File: src/rtl/core/iol_pkg.sv
// Shared types, codes and sizes for the indexed ordered list.
`timescale 1ns / 1ps
`default_nettype none

package iol_pkg;

    localparam int DEPTH   = 16;
    localparam int DATA_W  = 32;
    localparam int POS_W   = 5;
    localparam int CMD_W   = 3;
    localparam int STAT_W  = 2;
    localparam int IDX_W   = (DEPTH > 1) ? $clog2(DEPTH) : 1;
    localparam int CNT_W   = $clog2(DEPTH + 1);
    localparam int CMP_W   = (CNT_W > POS_W) ? CNT_W : POS_W;

    localparam logic [CMD_W-1:0] CMD_INS_AT   = 3'd0;
    localparam logic [CMD_W-1:0] CMD_READ     = 3'd1;
    localparam logic [CMD_W-1:0] CMD_DEL_AT   = 3'd2;
    localparam logic [CMD_W-1:0] CMD_INS_HEAD = 3'd3;
    localparam logic [CMD_W-1:0] CMD_INS_TAIL = 3'd4;
    localparam logic [CMD_W-1:0] CMD_DEL_HEAD = 3'd5;
    localparam logic [CMD_W-1:0] CMD_DEL_TAIL = 3'd6;

    localparam logic [STAT_W-1:0] ST_OK        = 2'd0;
    localparam logic [STAT_W-1:0] ST_BAD_INDEX = 2'd1;
    localparam logic [STAT_W-1:0] ST_EMPTY     = 2'd2;
    localparam logic [STAT_W-1:0] ST_FULL      = 2'd3;

    localparam logic [1:0] OP_HOLD = 2'd0;
    localparam logic [1:0] OP_INS  = 2'd1;
    localparam logic [1:0] OP_DEL  = 2'd2;

    typedef logic [DATA_W-1:0] t_data;

    typedef struct packed {
        logic [1:0]       op;
        logic [CMP_W-1:0] at;
        t_data            value;
    } t_cell_ctrl;

endpackage

`default_nettype wire

File: src/rtl/core/iol_cell.sv
// One storage cell of the list row: hold, shift from a neighbor or load.
`timescale 1ns / 1ps
`default_nettype none

module iol_cell (
    input  wire                      i_clk,
    input  iol_pkg::t_cell_ctrl      i_ctrl,
    input  wire [iol_pkg::CMP_W-1:0] i_index,
    input  iol_pkg::t_data           i_left,
    input  iol_pkg::t_data           i_right,
    output iol_pkg::t_data           o_data
);
    import iol_pkg::*;

    t_data r_data;
    t_data n_data;

    always_comb begin
        n_data = r_data;
        case (i_ctrl.op)
            OP_INS: begin
                if (i_index > i_ctrl.at) begin
                    n_data = i_left;
                end else if (i_index == i_ctrl.at) begin
                    n_data = i_ctrl.value;
                end
            end
            OP_DEL: begin
                if (i_index >= i_ctrl.at) begin
                    n_data = i_right;
                end
            end
            default: begin
                n_data = r_data;
            end
        endcase
    end

    always_ff @(posedge i_clk) begin
        r_data <= n_data;
    end

    assign o_data = r_data;

endmodule

`default_nettype wire

File: src/rtl/core/iol_ctrl.sv
// Command decode: status, next count and the shift request for the cell row.
`timescale 1ns / 1ps
`default_nettype none

module iol_ctrl (
    input  wire                       i_accept,
    input  wire [iol_pkg::CMD_W-1:0]  i_cmd,
    input  wire [iol_pkg::POS_W-1:0]  i_position,
    input  iol_pkg::t_data            i_value,
    input  wire [iol_pkg::CNT_W-1:0]  i_count,
    output iol_pkg::t_cell_ctrl       o_ctrl,
    output logic [iol_pkg::STAT_W-1:0] o_status,
    output logic [iol_pkg::CNT_W-1:0] o_count,
    output logic                      o_read_ok
);
    import iol_pkg::*;

    logic [CMP_W-1:0] pos_w;
    logic [CMP_W-1:0] cnt_w;
    logic             full;
    logic             empty;
    logic [1:0]       op;
    logic [CMP_W-1:0] at;

    assign pos_w = CMP_W'(i_position);
    assign cnt_w = CMP_W'(i_count);
    assign full  = (i_count == CNT_W'(DEPTH));
    assign empty = (i_count == '0);

    always_comb begin
        op        = OP_HOLD;
        at        = '0;
        o_status  = ST_OK;
        o_read_ok = 1'b0;
        case (i_cmd)
            CMD_INS_AT: begin
                at = pos_w;
                if (pos_w > cnt_w) begin
                    o_status = ST_BAD_INDEX;
                end else if (full) begin
                    o_status = ST_FULL;
                end else begin
                    op = OP_INS;
                end
            end
            CMD_READ: begin
                if (pos_w < cnt_w) begin
                    o_read_ok = 1'b1;
                end else begin
                    o_status = ST_BAD_INDEX;
                end
            end
            CMD_DEL_AT: begin
                at = pos_w;
                if (empty) begin
                    o_status = ST_EMPTY;
                end else if (pos_w >= cnt_w) begin
                    o_status = ST_BAD_INDEX;
                end else begin
                    op = OP_DEL;
                end
            end
            CMD_INS_HEAD: begin
                if (full) begin
                    o_status = ST_FULL;
                end else begin
                    op = OP_INS;
                end
            end
            CMD_INS_TAIL: begin
                at = cnt_w;
                if (full) begin
                    o_status = ST_FULL;
                end else begin
                    op = OP_INS;
                end
            end
            CMD_DEL_HEAD: begin
                if (empty) begin
                    o_status = ST_EMPTY;
                end else begin
                    op = OP_DEL;
                end
            end
            CMD_DEL_TAIL: begin
                at = cnt_w - CMP_W'(1);
                if (empty) begin
                    o_status = ST_EMPTY;
                end else begin
                    op = OP_DEL;
                end
            end
            default: begin
                o_status = ST_BAD_INDEX;
            end
        endcase
    end

    always_comb begin
        o_count = i_count;
        if (op == OP_INS) begin
            o_count = i_count + CNT_W'(1);
        end else if (op == OP_DEL) begin
            o_count = i_count - CNT_W'(1);
        end
    end

    assign o_ctrl.op    = i_accept ? op : OP_HOLD;
    assign o_ctrl.at    = at;
    assign o_ctrl.value = i_value;

endmodule

`default_nettype wire

File: src/rtl/core/indexed_ordered_list.sv
// Top level of the indexed ordered list: decode, cell row and result register.
//
//  channel | direction | handshake                 | payload
//  --------+-----------+---------------------------+------------------------------------
//  in      | in        | i_in_valid / o_in_stall   | i_cmd, i_position, i_item_value
//  out     | out       | o_out_valid / i_out_stall | o_status, o_read_value, o_entry_count
//
// For every accepted request the cell row shifts all entries together, in parallel.
// A result appears in the cycle after its request is accepted.
// A new request is taken while the held result is taken in the same cycle.
// Reset (synchronous, active low) empties the list; entry contents are left as they are.
// A stalled output stalls the input until the held result is taken.
`timescale 1ns / 1ps
`default_nettype none

module indexed_ordered_list (
    input  wire                               i_clk,
    input  wire                               i_rst_n,
    input  wire                               i_in_valid,
    output logic                              o_in_stall,
    input  wire [iol_pkg::CMD_W-1:0]          i_cmd,
    input  wire [iol_pkg::POS_W-1:0]          i_position,
    input  wire signed [iol_pkg::DATA_W-1:0]  i_item_value,
    output logic                              o_out_valid,
    input  wire                               i_out_stall,
    output logic [iol_pkg::STAT_W-1:0]        o_status,
    output logic signed [iol_pkg::DATA_W-1:0] o_read_value,
    output logic [iol_pkg::POS_W-1:0]         o_entry_count
);
    import iol_pkg::*;

    logic              accept;
    t_cell_ctrl        cell_ctrl;
    logic [STAT_W-1:0] dec_status;
    logic [CNT_W-1:0]  dec_count;
    logic              read_ok;
    t_data             cell_data [DEPTH];
    logic [IDX_W-1:0]  rd_idx;
    logic [CMP_W-1:0]  pos_w;
    logic [CMP_W-1:0]  cnt_ext;

    logic              r_out_valid;
    logic [STAT_W-1:0] r_status;
    t_data             r_read_value;
    logic [POS_W-1:0]  r_entry_count;
    logic [CNT_W-1:0]  r_count;

    t_data             n_read_value;

    assign o_in_stall = r_out_valid && i_out_stall;
    assign accept     = i_in_valid && !o_in_stall;

    iol_ctrl u_ctrl (
        .i_accept   (accept),
        .i_cmd      (i_cmd),
        .i_position (i_position),
        .i_value    (t_data'(i_item_value)),
        .i_count    (r_count),
        .o_ctrl     (cell_ctrl),
        .o_status   (dec_status),
        .o_count    (dec_count),
        .o_read_ok  (read_ok)
    );

    for (genvar k = 0; k < DEPTH; k++) begin : g_cell
        t_data left_data;
        t_data right_data;

        if (k == 0) begin : g_first
            assign left_data = cell_ctrl.value;
        end else begin : g_mid_l
            assign left_data = cell_data[k-1];
        end

        if (k == DEPTH - 1) begin : g_last
            assign right_data = cell_data[k];
        end else begin : g_mid_r
            assign right_data = cell_data[k+1];
        end

        iol_cell u_cell (
            .i_clk   (i_clk),
            .i_ctrl  (cell_ctrl),
            .i_index (CMP_W'(k)),
            .i_left  (left_data),
            .i_right (right_data),
            .o_data  (cell_data[k])
        );
    end

    assign pos_w   = CMP_W'(i_position);
    assign rd_idx  = pos_w[IDX_W-1:0];
    assign cnt_ext = CMP_W'(dec_count);

    always_comb begin
        n_read_value = '0;
        if (i_cmd == CMD_READ) begin
            n_read_value = read_ok ? cell_data[rd_idx] : '1;
        end
    end

    always_ff @(posedge i_clk) begin
        if (!i_rst_n) begin
            r_out_valid <= 1'b0;
            r_count     <= '0;
        end else begin
            if (accept) begin
                r_out_valid <= 1'b1;
                r_count     <= dec_count;
            end else if (!i_out_stall) begin
                r_out_valid <= 1'b0;
            end
        end
    end

    always_ff @(posedge i_clk) begin
        if (accept) begin
            r_status      <= dec_status;
            r_read_value  <= n_read_value;
            r_entry_count <= cnt_ext[POS_W-1:0];
        end
    end

    assign o_out_valid   = r_out_valid;
    assign o_status      = r_status;
    assign o_read_value  = signed'(r_read_value);
    assign o_entry_count = r_entry_count;

endmodule

`default_nettype wire

File: config.mk
export PLATFORM = sky130hd
export DESIGN_NAME = indexed_ordered_list
export DESIGN_NICKNAME = d
export VERILOG_FILES = /design/src/rtl/core/iol_pkg.sv /design/src/rtl/core/iol_cell.sv /design/src/rtl/core/iol_ctrl.sv /design/src/rtl/core/indexed_ordered_list.sv
export SDC_FILE = /design/constraint.sdc
export NUM_CORES = 1
export LEC_CHECK = 0
export ABC_AREA = 0
export BUFFER_PORTS_ARGS = -buffer_cell sky130_fd_sc_hd__buf_2
export CORE_ASPECT_RATIO = 1.1
export CORE_UTILIZATION = 45
export DETAILED_ROUTE_END_ITERATION = 6
export PLACE_DENSITY = 0.58
export RECOVER_POWER = 25
export SETUP_SLACK_MARGIN = 0.3
export SYNTH_ARGS = -nofsm -noshare
export SYNTH_HDL_FRONTEND = slang
export SYNTH_HIERARCHICAL = 1
export SYNTH_SLANG_ARGS = --single-unit
File: constraint.sdc
create_clock -name i_clk -period 6.3 [get_ports i_clk]
set_input_delay 1.26 -clock i_clk [delete_from_list [all_inputs] [get_ports i_clk]]
set_output_delay 1.26 -clock i_clk [all_outputs]
set_load 0.01 [all_outputs]
# Word level (Yosys, flattened, before mapping)
# Cells that the tools add are included.
# totals
output_inout_bits	41
register_bits	557
input_bits	44
# classes
n_reduce_logical	27
order_cmp	35
n_eq_ne	57
muxes	87
addsub	2
bitwise_logic	1
# ops
op	count
32-bit 2-to-1 mux	50
32-bit one-hot mux with 2 select lines	15
32-bit binary-select mux with 4-bit select	1
3-bit by 1-bit != test with 1-bit output, second input constant	15
3-bit AND reduction	15
4-bit by 5-bit == test with 1-bit output, first input constant	8
4-bit by 5-bit > comparator with 1-bit output, first input constant	8
4-bit by 5-bit greater-or-equal comparator with 1-bit output, first input constant	7
2-bit by 1-bit != test with 1-bit output, second input constant	16
3-bit by 5-bit == test with 1-bit output, first input constant	4
3-bit by 5-bit greater-or-equal comparator with 1-bit output, first input constant	4
3-bit by 5-bit > comparator with 1-bit output, first input constant	4
2-bit 2-to-1 mux	9
5-bit one-hot mux with 3 select lines	1
2-bit by 5-bit == test with 1-bit output, first input constant	2
1-bit by 5-bit greater-or-equal comparator with 1-bit output, first input constant	2
2-bit by 5-bit greater-or-equal comparator with 1-bit output, first input constant	2
1-bit by 5-bit > comparator with 1-bit output, first input constant	2
2-bit by 5-bit > comparator with 1-bit output, first input constant	2
5-bit zero test	2
5-bit 2-to-1 mux	2
2-bit one-hot mux with 5 select lines	1
3-bit == test, second input constant	3
2-bit one-hot mux with 4 select lines	1
other kinds (20)	33

# Logic depth before layout (Yosys ltp)
# Gate-level depths: netlist (run 1).
# logic_depth
depth_word	8
ltp_mapped	14
depth_no_buf	11

# Hierarchy
# Netlist (run 1), hierarchy kept.
# modules_own_cells
module	seq_area_each_um2	n_inst	cells_per_inst	area_per_inst_um2
iol_cell	960.9	16	208	2243.4
indexed_ordered_list	1291.2	1	410	5477.8
iol_ctrl	0.0	1	134	952.2

# Least setup slack after synthesis (run 1)
# OpenSTA, ideal clock, no wires.
# synth_path
path_kind	in2reg
startpoint	input port i_in_valid
endpoint	register g_cell[10].u_cell.r_data[0], enable pin
cell_stages	6
slack_ps	466
path_buffers	2
setup_ps	432
t_arrival_ps	5402
required_ps	5868
cell_sequence	a21boi_2 -> and3_2 -> nand2b_2 -> buf_6 -> clkbuf_1 -> a21oi_1
# synth_lines
item	line	rtl
start, declared	indexed_ordered_list.sv:19	input wire i_in_valid,
end signal, assigned	iol_cell.sv:40	r_data <= n_data;
end, declared	iol_cell.sv:15	t_data r_data;

==> results of run 1 <==
## routing by layer
metal  vias to the layer above  global-route usage (%)
met2                      1290                   42.11
met1                     16680                   35.59
li1                      15450                       -
met5                         -                       0
met3                       131                   3.481
met4                         0                   6.424
## cell usage in the layout (no fill, tap or decap), types with 6 or more instances in the layout
cell type	instances
nor2_1	541
or2b_1	16
conb_1	80
clkinv_1	22
a21oi_1	156
nand2b_2	10
o21ai_0	8
buf_2	40
dfxtp_1	6
inv_2	16
o22ai_1	512
inv_1	87
clkbuf_1	63
o21ai_1	28
o211ai_1	16
mux2i_1	70
or2_1	26
diode_2	11
a22oi_1	33
a21oi_2	409
nand4_1	17
nand2_1	55
a31oi_1	33
ha_1	88
edfxtp_1	551
mux4_2	96
a21oi_4	16
clkinv_2	6
nand2b_1	7
o221a_1	543
xnor2_1	7
clkbuf_16	72
buf_4	74
nor2b_4	10
nor2b_1	11
or2_2	6
## state kept, by name, summed over array words and instances (netlist names)
name and cells:
o_out_valid 1, r_count 5, g_cell.u_cell/o_data 512, o_read_value 32
o_status 2, o_entry_count 5
## stage by stage
stage               utilization (%)  total power [mW]  instance area (µm²)  setup WS [ns]  std cells
floorplan                         -             8.031                42620         0.4663       3950
global placement              45.84             8.550                42540          1.237       4921
detailed placement            45.84             8.640                42540          1.215       4921
CTS                           48.17             12.60                44700          1.860       5043
global route                  47.72             13.06                44290         0.8588       5048
finish                        47.74             12.52                44310          1.102       5054
## worst paths after layout
kind | end | slack [ns] | depth (start not counted)
min | r_count[1]$_SDFFE_PN0P_ | 0.60 | 2
max | g_cell[6].u_cell/o_data[9]$_DFFE_PP_ | 1.10 | 11
min reg2reg | r_count[1]$_SDFFE_PN0P_ | 0.60 | 2
max reg2reg | g_cell[6].u_cell/o_data[9]$_DFFE_PP_ | 1.33 | 11
## power by group through the flow
stage	Combinational (mW)	Clock [mW]	Sequential, mW
after floorplan	3.15	0	4.88
after global placement	3.57	0	4.98
after detailed placement	3.66	0	4.98
after CTS	3.66	4.02	4.91
after global routing	3.95	4.15	4.96
final	3.65	3.95	4.92
## cell families after synthesis
| logic type | share of synthesized area, % |
|---|---|
| xor gates and xnor gates | 0.1656 |
| other | 0.01774 |
| muxes | 6.764 |
| DFF | 39.38 |
| and+or+nand+nor | 7.343 |
| buffers and inverters | 8.257 |
| AOI/OAI and AO/OA | 35.47 |
| adders and majority gates | 2.601 |
## worst min-delay path, stage by stage, from the launching register on
cell and delay [ns]:
dfxtp_1 0.35, mux2i_1 0.14, nor2b_1 0.06
## layout make-up
class,instances,area [µm²],share of cell area [%]
antenna,11,27.53,0.06213
tap,1249,1563,3.527
timing repair buffer,169,1046,2.361
sequential,557,16670,37.62
clock inverter,35,304.0,0.6862
clock buffer,87,1858,4.194
multi-input combinational,2842,22450,50.67
inverter,104,390.4,0.8811
==> summary.txt, run 1 <==
RSZ-0062 raised after global routing - no
worst IR drop on VDD - 0.0001739 V
arrival time of the worst setup path - 5.69 ns
Routed met3 length - 9036 µm
cts repair resizes - 0
top layer in use - met4
startpoint type of the worst setup path - input pin
input/output buffers - 84
total via count after detailed routing - 33550
final clock skew - 0.02792 ns
required time of the critical path - 6.79 ns
IO Count - 85
routed len/inst - 24.68 µm
total global-route track usage - 25.63%
share of total power in sequential cells - 39.3%
most frequent cells after synthesis - edfxtp_1, o221a_1, nor2_1
Post-Route Setup TNS - 0 ns
leading post-synthesis cells by cell area - edfxtp_1, o221a_1, a21oi_2
worst max-slew margin expressed relative to the limit - -83.31%
Post-synth ARST share - 0%
fraction of layout instances using a drive strength above 1 - 20.74%
ratio of routed vias to standard cells - 6.639
CTS Sinks - 557
global placer's final weighted congestion - 0.8364
overflow left after global routing - 0
most used flip-flop cell after synthesis - edfxtp_1
reported max-cap violation count - 6
initial antenna violation count - 6
violated checks - max-capacitance violations, max-slew violations
Least-Margin Pin Slew - 2.738 ns
cells along the critical path - clkbuf_8 > ha_1 > a211oi_1 > o221a_1 > a22o_1 > and3_2 > nand2b_1 > o21ai_0 > or2_1 > clkbuf_1 > o221a_1
number of flip-flops and latches in the synthesized netlist - 557
vias in the first global route - 31550
worst skew pair latency - 0.63 ns
CP Capture Type - flip-flop
height of the die - 323.7 µm
dominant cell type by count on the critical path - o221a_1
clock share of power - 31.5%
area enclosed by the die boundary - 95290 µm²
Final setup violation count - 0
root buffer cell - clkbuf_16
number of buffers and inverters on the critical path - 2
Unique masters post-synth - 63
fraction of the yosys area taken by sequential cells - 39.38%
clock tree from TritonCTS - yes
post-layout net count - 3875
largest driver fanout on the critical path - 47
Worst Setup Path Type - input pin to flip-flop
Hold/Removal Path Class - flip-flop to flip-flop
number of rows created at floorplan - 117
Power Dens Cells - 282.6 nW/µm²
CP startpoint - i_position[1]
dominant cell by count in the synthesized netlist - edfxtp_1
slowest stage cell on the critical path - clkbuf_1
met2 routed wirelength - 58310 µm
EDFF count, synth - 551
Core ar. - 92810 µm²
register clock-pin slew on the reported worst setup and hold paths - 0.06 ns
# Post-CTS Setup Buffers - 0
detailed-routing iteration count for the pre-antenna-repair pass - 7
Gate power share - 29.2%
share of the synthesized area in the top cell type - 39.09%
Synth Cell Area - 42320 µm²
number of violations reported at the end of detailed-routing iteration 0 - 3162
pin count of the biggest net entering global routing - 65
Area Overhead vs Synth - 4.680%
wire length after detailed routing - 124700 µm
cell accounting for the most synthesized area - edfxtp_1
delay of the slowest cell on the worst path - 1.23 ns
detailed-route wire length on metal 1 - 55250 µm
switching power - 4.166 mW
cell class contributing the biggest share of worst-path delay - buffers and inverters
Max Freq - 192.4 MHz
total number of yosys warnings - 6
leakage power - 13.85 nW
post-route minimum period - 5.198 ns
overall die width - 294.4 µm
Internal Dissipation - 8.354 mW
net switching fraction of the power - 33.27%
Hold Slack - 0.5978 ns
H-Tree Level Count - 3
Post-Synthesis Mean Instance Area - 10.93 µm²
Crit Reg-Reg Startpoint - r_count[2]$_SDFFE_PN0P_
final worst-path cycle share - 82.51%
antenna viol nets, final - 0
CTS max path bufs - 3
worst min-delay path startpoint - r_count[1]$_SDFFE_PN0P_
HPWL after detailed placement - 89690 µm
final hold violations - 0
final routed DRC violation total - 0
wire length of the first global-routing pass - 193500 µm
cell count after synthesis - 3872
starting utilization of the core area - 45.60%
total CTS buffers - 69
status - complete, but fails checks
count of filler cells inserted in the layout - 8636
number of pins with negative max-slew slack in the final report - 255
hold-fix buffer count after cts - 0
Power figures use the tool's default switching activity.
==> run 2, diff against run 1 <==
Settings changed: PLACE_DENSITY 0.58 to 0.61.
Clock period 6.3 ns to 4.25 ns, I/O delays scaled along.
==> run 2 against run 1 <==
Effect of this change:
- the flow still finishes with violations (max-capacitance violations, max-slew violations)
- first-iteration DRC count increased by 26%
- non-clock buffer count increased by 63
- clock skew decreased by 0.00084 ns
- utilization increased by 1.3 points
- sequential share of layout area decreased by 0.98 points
- final area increased by 2.7%
- global-route usage increased by 0.13 points
- via count increased by 2.6%
- power increased by 50%
- cell count increased by 1.1%
- die area unchanged
- critical path depth unchanged
- highest routed layer unchanged
==> summary.txt, run 2 (same netlist as run 1, synthesis figures left out) <==
Area Overhead vs Synth - 7.476%
Core ar. - 92810 µm²
hold-fix buffer count after cts - 0
met2 routed wirelength - 60300 µm
cell class contributing the biggest share of worst-path delay - buffers and inverters
slowest stage cell on the critical path - clkbuf_2
worst max-slew margin expressed relative to the limit - -78.59%
total CTS buffers - 69
required time of the critical path - 4.50 ns
arrival time of the worst setup path - 4.10 ns
number of buffers and inverters on the critical path - 4
Least-Margin Pin Slew - 2.667 ns
number of rows created at floorplan - 117
HPWL after detailed placement - 90050 µm
fraction of layout instances using a drive strength above 1 - 24.20%
clock tree from TritonCTS - yes
wire length after detailed routing - 127700 µm
starting utilization of the core area - 45.60%
total number of cells along the worst setup path - 11
Max Freq - 259.6 MHz
routed len/inst - 24.98 µm
number of pins with negative max-slew slack in the final report - 90
Power Dens Cells - 411.7 nW/µm²
Multi-input gate area - 22820 µm²
input/output buffers - 84
final hold violations - 0
CTS max path bufs - 3
height of the die - 323.7 µm
Worst R2R End - g_cell[0].u_cell/o_data[20]$_DFFE_PP_
Hold/Removal Path Class - input pin to flip-flop
detailed-routing iteration count for the pre-antenna-repair pass - 5
antenna viol nets, final - 0
termination of the worst setup path - g_cell[0].u_cell/o_data[20]$_DFFE_PP_
Worst Setup Path Type - flip-flop to flip-flop
count of filler cells inserted in the layout - 8325
final worst-path setup slack - 0.3974 ns
ratio of routed vias to standard cells - 6.736
vias in the first global route - 31540
largest driver fanout on the critical path - 35
IO Count - 85
total via count after detailed routing - 34440
worst skew pair latency - 0.63 ns
number of cells on the worst reg-to-reg path - 11
register clock-pin slew on the reported worst setup and hold paths - 0.05 ns
Routed met3 length - 10480 µm
Crit Reg-Reg Startpoint - r_count[3]$_SDFFE_PN0P_
most frequent cells in the layout - edfxtp_1, o221a_1, nor2_1
leakage power - 14.43 nW
final routed DRC violation total - 0
total global-route track usage - 25.77%
worst IR drop on VDD - 0.0002709 V
global placer's final weighted congestion - 0.8490
top layer in use - met4
reported max-cap violation count - 1
wire length of the first global-routing pass - 193900 µm
post-layout net count - 3942
CP Capture Type - flip-flop
most common cell after layout, fill and taps aside - edfxtp_1
CP startpoint - r_count[3]$_SDFFE_PN0P_
Final setup violation count - 0
H-Tree Level Count - 3
startpoint type of the worst setup path - flip-flop
Reg2Reg Setup Slack - 0.40 ns
final clock skew - 0.02707 ns
power after layout - 18.73 mW
detailed-route wire length on metal 1 - 54350 µm
pin count of the biggest net entering global routing - 99
status - complete, but fails checks
Post-Route Setup TNS - 0 ns
overall die width - 294.4 µm
sequential cell area - 16670 µm²
RSZ-0062 raised after global routing - yes
flip-flop count of the largest register after layout - 512
overflow left after global routing - 0
CTS Sinks - 557
initial antenna violation count - 3
number of violations reported at the end of detailed-routing iteration 0 - 3998
delay of the slowest cell on the worst path - 0.65 ns
final worst-path cycle share - 90.65%
cells along the critical path - inv_1 > ha_1 > o21ai_0 > o221a_1 > a22o_4 > and3_4 > clkbuf_1 > nand2b_2 > buf_6 > a21oi_1 > clkbuf_2
violated checks - max-capacitance violations, max-slew violations
area enclosed by the die boundary - 95290 µm²
post-route minimum period - 3.853 ns
root buffer cell - clkbuf_16
minimum setup slack after placement - 0.05591 ns
[run 2: cell type report]
type                            instances  area share, %
Clock buffer                           87          4.038
Antenna cell                            3        0.01650
Tap cell                             1249          3.435
Inverter                              104         0.8582
Timing Repair Buffer                  232          4.335
Clock inverter                         34         0.5199
Multi-Input combinational cell       2846          50.16
Sequential cell                       557          36.64
[run 2: what timing repair did]
action	in CTS	in global routing
resized for setup	0	17
setup endpoints to repair	0	429
setup buffers	0	16
[run 2: worst min-delay path by stage]
| stage | start | endpoint | slack (ns) | depth (start not counted) |
|---|---|---|---|---|
| 2_1_floorplan | r_count[2]$_SDFFE_PN0P_ | r_count[2]$_SDFFE_PN0P_ | 0.48 | 2 |
| 3_5_place_dp | r_count[1]$_SDFFE_PN0P_ | r_count[1]$_SDFFE_PN0P_ | 0.58 | 2 |
| 5_1_grt | i_in_valid | o_out_valid$_SDFFE_PN0P_ | 0.47 | 2 |
| 4_1_cts | i_in_valid | o_out_valid$_SDFFE_PN0P_ | 0.44 | 2 |
| 3_3_place_gp | r_count[1]$_SDFFE_PN0P_ | r_count[1]$_SDFFE_PN0P_ | 0.58 | 2 |
| 6_report | i_in_valid | o_out_valid$_SDFFE_PN0P_ | 0.46 | 2 |
[run 2: per-stage QoR]
| stage | hold slack, ns | instances | util [%] | instance area (µm²) |
|---|---|---|---|---|
| after global routing | 0.4687 | 5111 | 49.01 | 45490 |
| after CTS | 0.4435 | 5089 | 48.95 | 45430 |
| after global placement | 0.5793 | 4968 | 46.71 | 43350 |
| after detailed placement | 0.5807 | 4968 | 46.71 | 43350 |
| final | 0.4559 | 5112 | 49.01 | 45490 |
| after floorplan | 0.4768 | 3950 | - | 42820 |
[run 2: layer usage]
metal  GRT usage (%)  up-vias
li1                -    15600
met1           36.00    17080
met2           42.27     1592
met3           3.070      173
met4           6.713        0
met5               0        -
[run 2: power breakdown]
part           total (mW)  internal, mW  switching [mW]
registers            7.30          6.86           0.439
logic                5.79          2.38            3.41
clock network        5.64          3.18            2.46
total                18.7          12.4            6.31
